[src/sv/pts_pkg.sv]
`default_nettype none

package pts_pkg;

    localparam int MAX_TASKS = 8;
    localparam int RES_MAX   = 8;

    // slot index and task count widths
    localparam int SLOT_W  = (MAX_TASKS > 1) ? $clog2(MAX_TASKS) : 1;
    localparam int TOTAL_W = $clog2(MAX_TASKS + 1);
    localparam int CNT_W   = $clog2(RES_MAX + 1);

    localparam logic [1:0] CMD_CREATE   = 2'd0;
    localparam logic [1:0] CMD_TICK     = 2'd1;
    localparam logic [1:0] CMD_DISPATCH = 2'd2;

    localparam logic [1:0] MODE_READY     = 2'd0;
    localparam logic [1:0] MODE_BLOCKED   = 2'd1;
    localparam logic [1:0] MODE_SUSPENDED = 2'd2;
    localparam logic [1:0] MODE_UNUSED    = 2'd3;

    localparam logic [1:0] ST_OK         = 2'd0;
    localparam logic [1:0] ST_NULL       = 2'd1;
    localparam logic [1:0] ST_FULL       = 2'd2;
    localparam logic [1:0] ST_BAD_PERIOD = 2'd3;

    localparam logic [7:0] PERIOD_RESET = 8'd255;
    localparam logic [7:0] TICK_MAX     = 8'd255;

    typedef struct packed {
        logic start;
        logic create;
        logic tick_step;
        logic disp_step;
        logic flush;
    } t_dp_cmd;

    typedef struct packed {
        logic empty;
        logic last_slot;
        logic hit;
        logic cnt_last;
    } t_dp_status;

endpackage

`default_nettype wire

[src/sv/pts_ctrl.sv]
`default_nettype none

module pts_ctrl (
    input  wire logic              i_clk,
    input  wire logic              i_rst_n,
    input  wire logic              i_start,
    input  wire logic [1:0]        i_command,
    input  wire pts_pkg::t_dp_status i_status,
    output pts_pkg::t_dp_cmd       o_cmd,
    output logic                   o_busy
);

    localparam logic [1:0] S_IDLE  = 2'd0;
    localparam logic [1:0] S_TICK  = 2'd1;
    localparam logic [1:0] S_DISP  = 2'd2;
    localparam logic [1:0] S_FLUSH = 2'd3;

    logic [1:0] r_state;
    logic [1:0] n_state;

    always_comb begin
        n_state = r_state;
        o_cmd   = '0;
        unique case (r_state)
            S_IDLE: begin
                if (i_start) begin
                    o_cmd.start = 1'b1;
                    unique case (i_command)
                        pts_pkg::CMD_CREATE: begin
                            o_cmd.create = 1'b1;
                        end
                        pts_pkg::CMD_TICK: begin
                            if (!i_status.empty) begin
                                n_state = S_TICK;
                            end
                        end
                        pts_pkg::CMD_DISPATCH: begin
                            n_state = i_status.empty ? S_FLUSH : S_DISP;
                        end
                        default: begin
                        end
                    endcase
                end
            end
            S_TICK: begin
                o_cmd.tick_step = 1'b1;
                if (i_status.last_slot) begin
                    n_state = S_IDLE;
                end
            end
            S_DISP: begin
                o_cmd.disp_step = 1'b1;
                // stop at the table end or once the result limit is reached
                if (i_status.last_slot || (i_status.hit && i_status.cnt_last)) begin
                    n_state = S_FLUSH;
                end
            end
            S_FLUSH: begin
                o_cmd.flush = 1'b1;
                n_state     = S_IDLE;
            end
            default: begin
                n_state = S_IDLE;
            end
        endcase
    end

    always_ff @(posedge i_clk) begin
        if (!i_rst_n) begin
            r_state <= S_IDLE;
        end else begin
            r_state <= n_state;
        end
    end

    assign o_busy = (r_state != S_IDLE);

endmodule

`default_nettype wire

[src/sv/pts_dp.sv]
`default_nettype none

module pts_dp (
    input  wire logic              i_clk,
    input  wire logic              i_rst_n,
    input  wire pts_pkg::t_dp_cmd  i_cmd,
    input  wire logic              i_max_period_we,
    input  wire logic [7:0]        i_max_period,
    input  wire logic [7:0]        i_handle_in,
    input  wire logic [7:0]        i_period_in,
    input  wire logic [1:0]        i_mode_in,
    output pts_pkg::t_dp_status    o_status,
    output logic                   o_strobe,
    output logic [1:0]             o_result_status,
    output logic                   o_found,
    output logic [7:0]             o_handle_out,
    output logic [2:0]             o_slot_out,
    output logic                   o_last
);

    logic [7:0] r_handle [pts_pkg::MAX_TASKS];
    logic [7:0] r_period [pts_pkg::MAX_TASKS];
    logic [7:0] r_tick   [pts_pkg::MAX_TASKS];
    logic [1:0] r_mode   [pts_pkg::MAX_TASKS];

    logic [pts_pkg::TOTAL_W-1:0] r_total;
    logic [pts_pkg::SLOT_W-1:0]  r_idx;
    logic [pts_pkg::CNT_W-1:0]   r_cnt;
    logic [7:0]                  r_max_period;

    logic                        r_pend_vld;
    logic [7:0]                  r_pend_handle;
    logic [pts_pkg::SLOT_W-1:0]  r_pend_slot;

    logic       r_strobe;
    logic [1:0] r_status;
    logic       r_found;
    logic [7:0] r_handle_out;
    logic [2:0] r_slot_out;
    logic       r_last;

    logic [1:0]                 create_status;
    logic [1:0]                 create_mode;
    logic [pts_pkg::SLOT_W-1:0] wr_slot;
    logic [7:0]                 cur_tick;
    logic [7:0]                 cur_period;
    logic [1:0]                 cur_mode;

    assign wr_slot    = r_total[pts_pkg::SLOT_W-1:0];
    assign cur_tick   = r_tick[r_idx];
    assign cur_period = r_period[r_idx];
    assign cur_mode   = r_mode[r_idx];

    always_comb begin
        if (i_handle_in == 8'd0) begin
            create_status = pts_pkg::ST_NULL;
        end else if (r_total >= pts_pkg::TOTAL_W'(pts_pkg::MAX_TASKS)) begin
            create_status = pts_pkg::ST_FULL;
        end else if (i_period_in > r_max_period) begin
            create_status = pts_pkg::ST_BAD_PERIOD;
        end else begin
            create_status = pts_pkg::ST_OK;
        end
        create_mode = (i_mode_in == pts_pkg::MODE_UNUSED) ? pts_pkg::MODE_BLOCKED : i_mode_in;
    end

    assign o_status.empty     = (r_total == '0);
    assign o_status.last_slot = (pts_pkg::TOTAL_W'(r_idx) == r_total - pts_pkg::TOTAL_W'(1));
    assign o_status.hit       = (cur_mode == pts_pkg::MODE_READY);
    assign o_status.cnt_last  = (r_cnt == pts_pkg::CNT_W'(pts_pkg::RES_MAX - 1));

    // task table
    always_ff @(posedge i_clk) begin
        if (i_cmd.create && create_status == pts_pkg::ST_OK) begin
            r_handle[wr_slot] <= i_handle_in;
            r_period[wr_slot] <= i_period_in;
            r_tick[wr_slot]   <= 8'd1;
            r_mode[wr_slot]   <= create_mode;
        end
        if (i_cmd.tick_step && cur_mode != pts_pkg::MODE_SUSPENDED) begin
            if (cur_tick >= cur_period) begin
                r_mode[r_idx] <= pts_pkg::MODE_READY;
                r_tick[r_idx] <= 8'd1;
            end else if (cur_tick != pts_pkg::TICK_MAX) begin
                r_tick[r_idx] <= cur_tick + 8'd1;
            end
        end
        if (i_cmd.disp_step && cur_mode == pts_pkg::MODE_READY) begin
            r_mode[r_idx] <= pts_pkg::MODE_BLOCKED;
        end
    end

    // walk position, dispatch count and pending result
    always_ff @(posedge i_clk) begin
        if (!i_rst_n) begin
            r_total      <= '0;
            r_idx        <= '0;
            r_cnt        <= '0;
            r_pend_vld   <= 1'b0;
            r_max_period <= pts_pkg::PERIOD_RESET;
        end else begin
            if (i_max_period_we) begin
                r_max_period <= i_max_period;
            end
            if (i_cmd.create && create_status == pts_pkg::ST_OK) begin
                r_total <= r_total + pts_pkg::TOTAL_W'(1);
            end
            if (i_cmd.start) begin
                r_idx      <= '0;
                r_cnt      <= '0;
                r_pend_vld <= 1'b0;
            end
            if (i_cmd.tick_step || i_cmd.disp_step) begin
                r_idx <= r_idx + pts_pkg::SLOT_W'(1);
            end
            if (i_cmd.disp_step && cur_mode == pts_pkg::MODE_READY) begin
                r_cnt         <= r_cnt + pts_pkg::CNT_W'(1);
                r_pend_vld    <= 1'b1;
                r_pend_handle <= r_handle[r_idx];
                r_pend_slot   <= r_idx;
            end
            if (i_cmd.flush) begin
                r_pend_vld <= 1'b0;
            end
        end
    end

    // result register; a ready task is held back one find so the final one can carry last
    always_ff @(posedge i_clk) begin
        if (!i_rst_n) begin
            r_strobe <= 1'b0;
        end else begin
            r_strobe <= 1'b0;
            if (i_cmd.create) begin
                r_strobe     <= 1'b1;
                r_status     <= create_status;
                r_found      <= 1'b0;
                r_handle_out <= 8'd0;
                r_slot_out   <= 3'd0;
                r_last       <= 1'b1;
            end else if (i_cmd.disp_step && cur_mode == pts_pkg::MODE_READY && r_pend_vld) begin
                r_strobe     <= 1'b1;
                r_status     <= pts_pkg::ST_OK;
                r_found      <= 1'b1;
                r_handle_out <= r_pend_handle;
                r_slot_out   <= 3'(r_pend_slot);
                r_last       <= 1'b0;
            end else if (i_cmd.flush) begin
                r_strobe     <= 1'b1;
                r_status     <= pts_pkg::ST_OK;
                r_found      <= r_pend_vld;
                r_handle_out <= r_pend_vld ? r_pend_handle : 8'd0;
                r_slot_out   <= r_pend_vld ? 3'(r_pend_slot) : 3'd0;
                r_last       <= 1'b1;
            end
        end
    end

    assign o_strobe        = r_strobe;
    assign o_result_status = r_status;
    assign o_found         = r_found;
    assign o_handle_out    = r_handle_out;
    assign o_slot_out      = r_slot_out;
    assign o_last          = r_last;

endmodule

`default_nettype wire

[src/sv/periodic_task_scheduler.sv]
`default_nettype none

// Periodic task scheduler: a table of up to eight periodic tasks driven by
// create, tick and dispatch commands. A command transfers when start is high
// and busy is low. Results appear for a single cycle with o_strobe high and
// cannot be stalled, so the receiver must take every strobe. Create answers
// in the cycle after the transfer and leaves busy low. Tick walks the table
// one slot per cycle and gives no result. Dispatch walks the same way and
// then finishes with a flush step; each ready task is reported one find
// later and the final result, or a not-found result, carries o_last.
// Command 3 is taken and ignored. The max_period register must be written
// with i_max_period_we only while the block is idle; the block itself does
// not enforce it.
module periodic_task_scheduler (
    input  wire logic       i_clk,
    input  wire logic       i_rst_n,
    input  wire logic       start,
    output logic            busy,
    input  wire logic       i_max_period_we,
    input  wire logic [7:0] i_max_period,
    input  wire logic [1:0] i_command,
    input  wire logic [7:0] i_handle_in,
    input  wire logic [7:0] i_period_in,
    input  wire logic [1:0] i_mode_in,
    output logic            o_strobe,
    output logic [1:0]      o_status,
    output logic            o_found,
    output logic [7:0]      o_handle_out,
    output logic [2:0]      o_slot_out,
    output logic            o_last
);

    pts_pkg::t_dp_cmd    dp_cmd;
    pts_pkg::t_dp_status dp_status;

    pts_ctrl u_ctrl (
        .i_clk     (i_clk),
        .i_rst_n   (i_rst_n),
        .i_start   (start),
        .i_command (i_command),
        .i_status  (dp_status),
        .o_cmd     (dp_cmd),
        .o_busy    (busy)
    );

    pts_dp u_dp (
        .i_clk           (i_clk),
        .i_rst_n         (i_rst_n),
        .i_cmd           (dp_cmd),
        .i_max_period_we (i_max_period_we),
        .i_max_period    (i_max_period),
        .i_handle_in     (i_handle_in),
        .i_period_in     (i_period_in),
        .i_mode_in       (i_mode_in),
        .o_status        (dp_status),
        .o_strobe        (o_strobe),
        .o_result_status (o_status),
        .o_found         (o_found),
        .o_handle_out    (o_handle_out),
        .o_slot_out      (o_slot_out),
        .o_last          (o_last)
    );

endmodule

`default_nettype wire

[config.mk]
export PLATFORM = sky130hd
export DESIGN_NAME = periodic_task_scheduler
export DESIGN_NICKNAME = d
export VERILOG_FILES = /design/src/sv/pts_pkg.sv /design/src/sv/pts_ctrl.sv /design/src/sv/pts_dp.sv /design/src/sv/periodic_task_scheduler.sv
export SDC_FILE = /design/constraint.sdc
export NUM_CORES = 1
export LEC_CHECK = 0
export BUFFER_PORTS_ARGS = -buffer_cell sky130_fd_sc_hd__buf_2
export CAP_MARGIN = 5
export CELL_PAD_IN_SITES_DETAIL_PLACEMENT = 1
export CELL_PAD_IN_SITES_GLOBAL_PLACEMENT = 2
export CORE_MARGIN = 2
export CORE_UTILIZATION = 25
export DETAILED_ROUTE_END_ITERATION = 7
export GPL_TIMING_DRIVEN = 1
export MAX_ROUTING_LAYER = met4
export PLACE_DENSITY = 0.45
export SLEW_MARGIN = 20
export SYNTH_ARGS = -nofsm -noshare
export SYNTH_HDL_FRONTEND = slang
export SYNTH_SLANG_ARGS = --single-unit
export TNS_END_PERCENT = 20
[constraint.sdc]
create_clock -name i_clk -period 6.2 [get_ports i_clk]
set_input_delay 1.55 -clock i_clk [delete_from_list [all_inputs] [get_ports i_clk]]
set_output_delay 1.55 -clock i_clk [all_outputs]
set_load 0.005 [all_outputs]
Word level (Yosys, flattened, before mapping)
Memory sizes are Yosys's and may differ from the RTL's. A register that Yosys moved wholly into a read port is not among the register bits.
Cells that the tools add are included.
- add/subtract/negate cells: 5
- mux-type cells: 64
- bitwise gates (word level): 3
- reduce and logical (&&, ||, !) cells: 23
- $mul: 0
- divide/modulo/power cells: 0
- magnitude comparators: 3
- eq/ne operators: 15
- shift operators: 0
- operator list (kind ; number):
    $mux 8 ; 5
    $mux 3 ; 13
    $mux 2 ; 15
    $mux 1 ; 27
    $add 4x1->4 const B ; 2
    $add 8x1->8 const B ; 1
    $eq 2x2->1 const B ; 4
    $ge 8x8->1 ; 1
    $gt 8x8->1 ; 1
    $logic_not 2->1 ; 4
    $logic_not 8->1 ; 1
    $mux 4 ; 2
    $ne 8x8->1 const B ; 1
    $pmux 2 s4 ; 1
    $reduce_or 8->1 ; 1
    $ne 3x3->1 const B ; 2
    $reduce_bool 2->1 ; 3
    $logic_and 1x1->1 ; 5
    $reduce_and 5->1 ; 1
    $eq 2x1->1 const B ; 2
    $eq 3x4->1 ; 1
    $eq 4x3->1 const B ; 1
    $ge 4x4->1 const B ; 1
    $logic_not 4->1 ; 1
    other kinds (11) ; 17
- memories kept: 4
- memory bits (writable): 208
- ROM bits: 0
- logic and storage cells: 130
- latch bits: 0
- register bits: 41
- memory list (name ; depth ; width ; read ports ; clocked after Yosys merged registers in ; wr ports ; RTL line ; text):
    u_dp.r_handle ; 8 ; 8 ; 1 ; 1 ; 1 ; pts_dp.sv:21 ; logic [7:0] r_handle [pts_pkg::MAX_TASKS];
    u_dp.r_period ; 8 ; 8 ; 1 ; 1 ; 1 ; pts_dp.sv:22 ; logic [7:0] r_period [pts_pkg::MAX_TASKS];
    u_dp.r_tick ; 8 ; 8 ; 1 ; 1 ; 1 ; pts_dp.sv:23 ; logic [7:0] r_tick [pts_pkg::MAX_TASKS];
    u_dp.r_mode ; 8 ; 2 ; 1 ; 1 ; 1 ; pts_dp.sv:24 ; logic [1:0] r_mode [pts_pkg::MAX_TASKS];

Depth between registers and ports, before layout
Gate-level depths: netlist of the first run.
- word-level depth: 9
- depth in mapped cells: 14

Modules after synthesis
Synthesis of the first run repeated with hierarchy kept, for this count alone.
- cells, all modules: 774
- area total of the unflattened synthesis: 11347.1 um2
- by module, submodules not included (module ; times used ; cells each ; area an instance (um2)):
    pts_dp ; 1 ; 757 ; 11208.2
    pts_ctrl ; 1 ; 17 ; 138.9

Least setup slack after synthesis of the first run
Ideal clock, no wire load.
- kind: input to register
- start point: input port i_period_in[2]
- end point: memory u_dp.r_handle[0][0], enable pin
- path slack: 1.448 ns
- arrival: 4.322 ns
- stages: 6
- library setup time: 0.430 ns
- cells stage by stage: ha_1 a21o_1 a211oi_1 o22ai_1 clkbuf_1 nor4_1
- longest elaborated chain between the ends: 8
- ends and longest elaborated chain (element ; RTL line ; text):
    start, declared ; periodic_task_scheduler.sv:23 ; input wire logic [7:0] i_period_in,
    $gt 8x8->1 ; pts_dp.sv:59 ; end else if (i_period_in > r_max_period) begin
    $mux 2 ; pts_dp.sv:59 ;
    $mux 2 ; pts_dp.sv:57 ; end else if (r_total >= pts_pkg::TOTAL_W'(pts_pkg::MAX_TASKS)) begin
    $mux 2 ; pts_dp.sv:55 ; if (i_handle_in == 8'd0) begin
    $logic_not 2->1 ; pts_dp.sv:74 ; if (i_cmd.create && create_status == pts_pkg::ST_OK) begin
    $logic_and 1x1->1 ; pts_dp.sv:74 ;
    $mux 1 ; pts_dp.sv:74 ;
    $mux 1 (not written as such) ; pts_dp.sv:75 ; r_handle[wr_slot] <= i_handle_in;
    end, declared ; pts_dp.sv:21 ;
No other way between the ends.

==> results.json, run 1 <==
{
  "p_clk_share_pct": 39.1,
  "ys_types": 53,
  "worstSkewPairLatency_ns": 0.57,
  "post_cts_buffers": 0,
  "ys_ff_latch": 260,
  "final_hold_viol_count": 0,
  "wl_per_cell_um": 20.5,
  "drv_cap": 0,
  "firstDrtPassIters": 4,
  "crit_type": "flop to flop",
  "gp_congestion": 0.733,
  "synth_edf_count": 234,
  "cts_max_path_buffers": 3,
  "grt_usage_pct": 12.4,
  "status": "finished, final reports clean",
  "yosysTopAreaCell": "edfxtp_1",
  "synth_top_cell_area_share_pct": 63.7,
  "cts_max_level": 1,
  "hp-start": "u_dp.r_cnt[3]",
  "power_density_nw_per_um2": 358,
  "grt_pass1_wl_mm": 42.0,
  "fin_tns_setup_ns": 0,
  "hpwl_mm": 18.4,
  "drive_gt1_share_pct": 26.5,
  "r2r_slack_ns": 1.57,
  "syn_to_final_growth_pct": 18.8,
  "cp-end-kind": "flop",
  "syn_area_per_cell_um2": 16.8,
  "syn_nets": 715,
  "worstPathRequired_ns": 6.39,
  "ys_top_cells_by_area": "edfxtp_1 (64%), mux4_2 (9.0%), dfxtp_1 (4.7%)",
  "rsz0062_at_grt": "false",
  "slew_violations": 0,
  "grt_pass1_vias": 6389,
  "ff2ff_path_depth": 11,
  "hold_path_end": "u_dp.r_cnt[3]",
  "design_area_um2": 13100,
  "min_path_cells": 2,
  "num_vias": 5947,
  "p_comb_share_pct": 17.1,
  "drcViolationCount": 0,
  "drt_iter0_drc": 286,
  "die-height_um": 214,
  "ys_seq_area_share_pct": 68.4,
  "relSlewSlack_pct": 32.5,
  "peakVddDrop_mv": 0.191,
  "grt_max_degree": 32,
  "design.core.area_um2": 43400,
  "cts_made_buffers": 31,
  "multiInputGateArea_um2": 3310,
  "fin_crit_sh_pct": 74.6,
  "diodes": 0,
  "die_w_um": 214,
  "synth_top_cells_by_count": "edfxtp_1 (234), mux2i_1 (45), mux4_2 (44)",
  "grt_overflow_total": 0,
  "syn_area_um2": 11000,
  "ys_async_sr_fraction_pct": 0,
  "regArea_um2": 7550,
  "internal_power_w": 0.00346,
  "drtAntennaViolNets": 0,
  "fmax_ghz": 0.216,
  "setup_viol": 0,
  "io_pins": 49,
  "synthFlopType": "edfxtp_1",
  "crit_fanout": 31,
  "power_switching_w": 0.00124,
  "port_buffers": 48,
  "power.leakage_nw": 4.31,
  "clock-root-buffer": "clkbuf_16",
  "p_seq_share_pct": 43.7,
  "cts_sinks": 260,
  "die-area_um2": 45800,
  "switching_share_pct": 26.4,
  "ctsResizeCount": 0,
  "routed_wirelength_mm": 27.4,
  "fillers": 4527,
  "start_util_pct": 25.5,
  "fin_skew_ns": 0.0100,
  "r2r-end": "u_dp.r_tick[2][5]",
  "worstSetupStartpointType": "flop",
  "tightest_slew_ns": 0.984,
  "synthCells": 657,
  "hp-class": "flop to flop",
  "via_per_inst": 4.44,
  "tritoncts": "built",
  "critPathArrivalTime_ns": 4.82,
  "placement_rows": 76,
  "post-route-min-period_ns": 4.63,
  "yosysMostFrequentCell": "edfxtp_1",
  "ys_warn_count": 0,
  "final_nets": 787,
  "ctsHoldBuffers": 0,
  "antenna_found_initial": 0,
  "path_clk_slew_ns": 0.06,
  "placed_area_um2": 12100
}
[area by class of cell]
type,count,area share (%)
timing repair buffer,69,3.03
sequential,260,57.6
inverter,21,0.601
tap,585,5.58
clock inverter,12,1.12
multi-input combinational,346,25.2
clock buffer,46,6.82
[worst max-delay path, cell delays in order (launching register included)]
cell and delay [ns]:
dfxtp_2 0.97, buf_4 0.35, mux4_1 0.33, nand2b_1 0.13
nand2_1 0.10, ha_1 0.32, a21o_1 0.16, a21o_1 0.17
a21o_1 0.21, a21o_1 0.20, o21ai_4 0.39, mux2i_1 0.87
[cells in the final DEF, fill, tap and decap left out, drive strengths merged, types with 6 or more instances in the layout]
cell,instances
mux4,45
a21o,6
nand4,7
clkinv,7
nand2b,6
and2,14
edfxtp,234
ha,26
nor2,29
xnor2,6
o211ai,7
o21ai,7
dfxtp,26
inv,22
mux2i,45
nor3,6
nand2,40
clkbuf,46
a21oi,15
mux2,18
nor4,11
nand3,13
buf,69
xor2,6
[state kept, by name, indices dropped and copies added, names as in the netlist, 3 cells and up, named ones only]
name / flops
u_dp.r_handle: 64
u_dp.r_period: 64
u_dp.r_tick: 64
u_dp.r_mode: 16
u_dp.o_handle_out: 8
u_dp.r_max_period: 8
u_dp.r_pend_handle: 8
u_dp.r_cnt: 4
u_dp.r_total: 4
u_dp.o_slot_out: 3
u_dp.r_idx: 3
u_dp.r_pend_slot: 3
[how the worst max path moves through the flow]
stage / startpoint / end / slack (ns) / cells past startpoint
3_3_place_gp: i_period_in[3] / u_dp.r_tick[2][3] / 1.30 / 8
4_1_cts: flop / u_dp.r_tick[5][5] / 1.35 / 10
2_1_floorplan: i_period_in[2] / u_dp.r_handle[0][0] / 1.45 / 6
3_5_place_dp: i_period_in[2] / u_dp.r_tick[2][3] / 1.18 / 8
6_report: flop / u_dp.r_tick[2][5] / 1.57 / 11
5_1_grt: flop / u_dp.r_tick[2][0] / 1.21 / 9
[logic make-up after synthesis]
kind of cell	after synthesis	synth area share, %
muxes	108	15.1
xor gates and xnor gates	12	0.952
buffers and inverters	51	2.23
and+or+nand+nor	146	6.90
adders and majority gates	26	2.95
DFF	260	68.4
AOI/OAI and AO/OA	54	3.46
[power by group through the flow]
| stage | Clock (W) | Combinational (W) | Sequential [W] |
|---|---|---|---|
| after global routing | 0.00195 | 0.000893 | 0.00206 |
| after global placement | 0 | 0.000802 | 0.00209 |
| after detailed placement | 0 | 0.000817 | 0.00209 |
| final | 0.00184 | 0.000804 | 0.00205 |
| after CTS | 0.00189 | 0.000822 | 0.00206 |
| after floorplan | 0 | 0.000588 | 0.00205 |
[metrics by stage]
stage                     total power (W)  hold WS (ns)  utilization [%]  setup slack, ns  std cells
final                             0.00469         0.486             30.2             1.57       1339
after global routing              0.00491         0.524             30.2             1.21       1339
after CTS                         0.00477         0.492             30.2             1.35       1339
after detailed placement          0.00291         0.483             27.8             1.18       1281
after global placement            0.00289         0.477             27.8             1.30       1281
after floorplan                   0.00264         0.406                -             1.45        657
[per-layer routing]
| metal | vias up | GRT usage (%) | part of all wire [%] | wire (um) |
|---|---|---|---|---|
| li1 | 2706 | - | - | - |
| met1 | 3111 | 17.4 | 49 | 13400 |
| met5 | - | - | 0 | 0 |
| met2 | 87 | 19.1 | 46 | 12500 |
| met4 | 0 | 2.85 | 2.1 | 573 |
| met3 | 43 | 2.00 | 3.4 | 934 |
(Power assumes the default switching activity.)
==> run 2: changes to the inputs <==
ABC_AREA = 1   (was default)
PLACE_DENSITY = 0.51   (was 0.45)
clock period = 3.85 ns   (was 6.2 ns; I/O delays follow)
==> run 2 against run 1 <==
First-iteration DRC count decreased by 2.4%. Via count up 27%. Wire length up 18%. Synthesized cell count rose by 58%. Largest power group unchanged. Highest routed layer unchanged.
==> results.json, run 2 <==
{
  "status": "finished, final reports clean",
  "crit_type": "flop to flop",
  "worstSetupStartpointType": "flop",
  "drt_iter0_drc": 279,
  "synth_compound_area_share_pct": 8.49,
  "power.leakage_nw": 5.14,
  "grt_overflow_total": 0,
  "cts_max_level": 1,
  "slew_violations": 0,
  "cp-end-kind": "flop",
  "ys_async_sr_fraction_pct": 0,
  "final_common_cell": "edfxtp_1",
  "regArea_um2": 7550,
  "port_buffers": 48,
  "synth_edf_count": 234,
  "p_clk_share_pct": 31.7,
  "tightest_slew_ns": 0.716,
  "grt_use_met2_pct": 23.5,
  "antenna_found_initial": 0,
  "final_nets": 1182,
  "final_hold_viol_count": 0,
  "met3_usage_pct": 1.97,
  "grt_pass1_wl_mm": 49.3,
  "ys_warn_count": 0,
  "post-route-min-period_ns": 3.49,
  "grt_max_degree": 67,
  "cts_made_buffers": 31,
  "fillers": 4875,
  "layout_setup_ws_ns": 0.364,
  "diodes": 0,
  "syn_area_per_cell_um2": 10.9,
  "syn_nets": 1096,
  "num_vias": 7556,
  "drv_cap": 0,
  "ys_seq_area_share_pct": 66.7,
  "tritoncts": "built",
  "crit_fanout": 33,
  "relSlewSlack_pct": 52.2,
  "r2r_slack_ns": 0.36,
  "fin_skew_ns": 0.0276,
  "placement_rows": 77,
  "grt-busiest-layer": "met2",
  "drcViolationCount": 0,
  "worstSkewPairLatency_ns": 0.59,
  "cts_sinks": 260,
  "synthMuxAreaShare_pct": 0,
  "synthFlopType": "edfxtp_1",
  "peakVddDrop_mv": 0.394,
  "hpwl_mm": 21.2,
  "multiInputGateArea_um2": 3190,
  "synthCells": 1038,
  "ys_ff_latch": 260,
  "pre_cts_ws_ns": 0.212,
  "grt_usage_pct": 14.2,
  "synth_top_cell_area_share_pct": 62.1,
  "ctsResizeCount": 0,
  "power_density_nw_per_um2": 640,
  "die-area_um2": 47000,
  "hp-class": "flop to flop",
  "drtAntennaViolNets": 0,
  "hp-start": "u_dp.r_max_period[2]",
  "largestRegisters": "u_dp.r_handle: 64 flops, u_dp.r_period: 64 flops, u_dp.r_tick: 64 flops",
  "gp_congestion": 0.717,
  "worstPathRequired_ns": 4.13,
  "drive_gt1_share_pct": 15.3,
  "power_switching_w": 0.00296,
  "synth-simple-area-share_pct": 15.9,
  "path_clk_slew_ns": 0.06,
  "fin_tns_setup_ns": 0,
  "switching_share_pct": 33.9,
  "fmax_ghz": 0.287,
  "syn_area_um2": 11300,
  "ctsHoldBuffers": 0,
  "firstDrtPassIters": 4,
  "die_w_um": 217,
  "final_cell_mix": "edfxtp_1 (234), nand2_1 (175), nor2_1 (152), inv_1 (96), o21ai_0 (95)",
  "post_cts_buffers": 0,
  "cts_max_path_buffers": 3,
  "yosysMostFrequentCell": "edfxtp_1",
  "io_pins": 49,
  "synth_xor_area_share_pct": 0.464,
  "routed_wirelength_mm": 32.2,
  "syn_to_final_growth_pct": 20.3,
  "start_util_pct": 25.5,
  "internal_power_w": 0.00575,
  "dpl.cell_count": 1682,
  "wl_per_cell_um": 18.5,
  "ys_types": 38,
  "critPathArrivalTime_ns": 3.76,
  "ys_top_cells_by_area": "edfxtp_1 (62%), nand2_1 (5.8%), nor2_1 (5.1%)",
  "design.core.area_um2": 44400,
  "synth_top_cells_by_count": "edfxtp_1 (234), nand2_1 (175), nor2_1 (154)",
  "setup_viol": 0,
  "p_total_w": 0.00871,
  "p_comb_share_pct": 29.1,
  "clock-root-buffer": "clkbuf_16",
  "synth_top_family_by_area": "simple AND/OR/NAND/NOR gates",
  "die-height_um": 217,
  "yosysTopAreaCell": "edfxtp_1",
  "met1_usage_pct": 18.6,
  "fin_crit_sh_pct": 90.5,
  "synth_fa_ha_area_share_pct": 2.87,
  "p_seq_share_pct": 39.1,
  "via_per_inst": 4.35,
  "final_cells": 1739,
  "grt_pass1_vias": 8025
}
[run 2: layout make-up]
type	instances	share of cell area (%)
clock buffers	38	5.89
clock inverters	18	1.07
inverters	104	2.87
multi-input cells	631	23.4
flip-flops and latches	260	55.5
well taps	592	5.44
repair buffers	96	5.86
[run 2: logic make-up (layout without fill, tap and decap cells)]
kind of cell / Yosys count / in the layout
AOI/OAI and AO/OA: 176 / 176
xor gates and xnor gates: 6 / 6
adders and majority gates: 26 / 26
buffers and inverters: 147 / 256
DFF: 260 / 260
and+or+nand+nor: 423 / 423
[run 2: final timing paths]
path / endpoint / depth (start not counted)
worst max-delay path: u_dp.r_tick[5][6] / 18
worst min-delay path: u_dp.r_max_period[2] / 2
worst max register to register: u_dp.r_tick[5][6] / 18
worst min register to register: u_dp.r_max_period[2] / 2
[run 2: per-layer routing]
metal,vias to the layer above,part of all wire (%)
li1,3752,-
met1,3689,48
met2,70,47
met3,45,2.3
met4,0,2.1
met5,-,0
[run 2: per-stage QoR]
step	util [%]	hold slack, ns	area (um2)
floorplan	-	0.434	11300
global placement	28.4	0.459	12600
detailed placement	28.4	0.467	12600
CTS	30.5	0.474	13500
global route	30.6	0.506	13600
finish	30.6	0.464	13600
[run 2: power by group through the flow]
stage	logic (W)	registers, W	clock network (W)
CTS	0.00257	0.00340	0.00286
global route	0.00292	0.00342	0.00295
detailed placement	0.00256	0.00346	0
global placement	0.00256	0.00346	0
finish	0.00254	0.00341	0.00276
floorplan	0.00165	0.00344	0
[run 2: worst max-delay path, cell delays in order (launching register included)]
cell	delay, ns
dfxtp_2	0.37
buf_16	0.20
buf_4	0.18
o21ai_0	0.17
o22ai_1	0.09
o21ai_0	0.32
ha_1	0.30
nand2_1	0.09
nor2_1	0.05
nor3_1	0.18
nand3_2	0.17
nor2_4	0.16
nand2_4	0.11
nand2_1	0.18
nand2_1	0.07
nand2_1	0.10
nand2_1	0.12
nor2_1	0.13
buf_4	0.18
==> run 3: changes to the inputs <==
CORE_UTILIZATION = 37   (was 25)
PLACE_DENSITY = 0.72   (was 0.51)
==> run 3 against run 2 <==
Global-route usage rose by 4.8 points. Flip-flop and latch count stayed put. Via count grew 2.3%. Sequential share of layout area increased by 1.4 points. Worst setup slack got worse by 0.033 ns. Final area decreased by 2.4%. Clock power is 2% higher.
==> results.json, run 3 (synthesis gave the netlist of run 2 again) <==
{
  "grt_pass1_vias": 8011,
  "antenna_found_initial": 0,
  "fin_crit_sh_pct": 91.4,
  "cts_made_buffers": 28,
  "ctsHoldBuffers": 0,
  "grt_usage_pct": 19.0,
  "final_hold_viol_count": 0,
  "utilization_pct": 43.8,
  "die-height_um": 179,
  "io_pins": 49,
  "power_density_nw_per_um2": 657,
  "drtAntennaViolNets": 0,
  "switching_share_pct": 32.6,
  "num_vias": 7730,
  "drcViolationCount": 0,
  "cts_max_path_buffers": 3,
  "syn_to_final_growth_pct": 17.4,
  "gp_congestion": 0.762,
  "final_nets": 1180,
  "diodes": 0,
  "setup_viol": 0,
  "drive_gt1_share_pct": 15.5,
  "path_clk_slew_ns": 0.06,
  "via_per_inst": 5.02,
  "start_util_pct": 37.3,
  "tightest_slew_ns": 0.708,
  "final_cell_mix": "edfxtp_1 (234), nand2_1 (174), nor2_1 (154), inv_1 (96), o21ai_0 (96)",
  "p_seq_share_pct": 39.1,
  "firstDrtPassIters": 5,
  "status": "finished, final reports clean",
  "tritoncts": "built",
  "post-route-min-period_ns": 3.52,
  "design.core.area_um2": 30300,
  "fin_tns_setup_ns": 0,
  "p_total_w": 0.00872,
  "drt_iter0_drc": 497,
  "cts_sinks": 260,
  "routed_wirelength_mm": 29.0,
  "critPathArrivalTime_ns": 3.76,
  "p_comb_share_pct": 28.5,
  "crit_type": "flop to flop",
  "worstSetupStartpointType": "flop",
  "largestRegisters": "u_dp.r_handle: 64 flops, u_dp.r_period: 64 flops, u_dp.r_tick: 64 flops",
  "grt_overflow_total": 0,
  "relSlewSlack_pct": 52.8,
  "clock-root-buffer": "clkbuf_16",
  "worstPathRequired_ns": 4.09,
  "hp-class": "flop to flop",
  "cts_max_level": 1,
  "placement_rows": 64,
  "grt_max_degree": 74,
  "wl_per_cell_um": 18.9,
  "slew_violations": 0,
  "die_w_um": 179,
  "die-area_um2": 32000,
  "final_common_cell": "edfxtp_1",
  "peakVddDrop_mv": 0.349,
  "power_switching_w": 0.00285,
  "p_clk_share_pct": 32.4,
  "fmax_ghz": 0.284,
  "worstSkewPairLatency_ns": 0.54,
  "grt_pass1_wl_mm": 45.3,
  "port_buffers": 48,
  "internal_power_w": 0.00588,
  "crit_fanout": 37,
  "drv_cap": 0,
  "power.leakage_nw": 5.14,
  "cp-end-kind": "flop",
  "fin_skew_ns": 0.0121,
  "hpwl_mm": 19.1,
  "rsz0062_at_grt": "false"
}
-- run 3: cell count changes in the layout (fill, tap and decap cells not counted), sizes merged --
cell      change
clkinv        -9
clkinvlp      -1
buf           +1
inv           -1
clkbuf        +6
-- run 3: layout make-up --
class | instances | area (um2)
fill | 3282 | 17100
sequential | 260 | 7550
multi-input combinational | 631 | 3180
clock buffer | 44 | 906
timing repair buffer | 97 | 674
tap | 396 | 495
inverter | 104 | 393
clock inverter | 7 | 85.1
-- run 3: metrics by stage --
| stage | hold WS, ns | area, um2 | instances | setup WS (ns) |
|---|---|---|---|---|
| after floorplan | 0.434 | 11300 | 1038 | 0.230 |
| after global placement | 0.467 | 12200 | 1487 | 0.251 |
| after detailed placement | 0.470 | 12200 | 1487 | 0.183 |
| after CTS | 0.478 | 13200 | 1538 | 0.207 |
| after global routing | 0.505 | 13300 | 1539 | 0.0113 |
| final | 0.478 | 13300 | 1539 | 0.332 |
-- run 3: power groups by stage --
stage / combinational [W] / clock (W) / sequential, W
6_report: 0.00249 / 0.00282 / 0.00341
3_5_place_dp: 0.00247 / 0 / 0.00346
3_3_place_gp: 0.00242 / 0 / 0.00346
2_1_floorplan: 0.00165 / 0 / 0.00344
5_1_grt: 0.00284 / 0.00299 / 0.00342
4_1_cts: 0.00249 / 0.00289 / 0.00341
-- run 3: path summary, 6_finish.rpt --
| path | depth (start not counted) | slack [ns] | startpoint | endpoint |
|---|---|---|---|---|
| setup / recovery | 18 | 0.33 | flop | u_dp.r_tick[4][3] |
| hold / removal | 2 | 0.48 | u_dp.r_max_period[5] | u_dp.r_max_period[5] |
| setup reg to reg | 18 | 0.33 | flop | u_dp.r_tick[4][3] |
| hold reg to reg | 2 | 0.48 | u_dp.r_max_period[5] | u_dp.r_max_period[5] |
-- run 3: worst max-delay path, cell delays in order (launching register included) --
cell	delay, ns
dfxtp_2	0.42
buf_12	0.23
o21ai_0	0.12
o221ai_1	0.21
o21ai_0	0.15
buf_4	0.16
ha_1	0.29
nand2_1	0.08
o21ai_0	0.21
nand2_1	0.07
nand3_1	0.19
nand3_2	0.14
buf_4	0.19
nand2_2	0.12
nand2_1	0.07
nand2_1	0.10
nand2_1	0.11
nor2_1	0.13
buf_4	0.19
-- run 3: timing repair --
item                                    4_1_cts  5_1_grt
setup buffers                                 0        0
gates resized for setup                       0        7
endpoints found under the setup margin        0       72
endpoints found under the hold margin         0        0
-- run 3: routing by layer --
metal | track usage (%) | share of wire, % | wire [um] | vias to the layer above
li1 | - | - | - | 3733
met1 | 25.4 | 46 | 13400 | 3829
met2 | 31.1 | 48 | 14000 | 130
met3 | 2.54 | 3.9 | 1120 | 38
met4 | 4.13 | 1.7 | 490 | 0
met5 | - | 0 | 0 | -
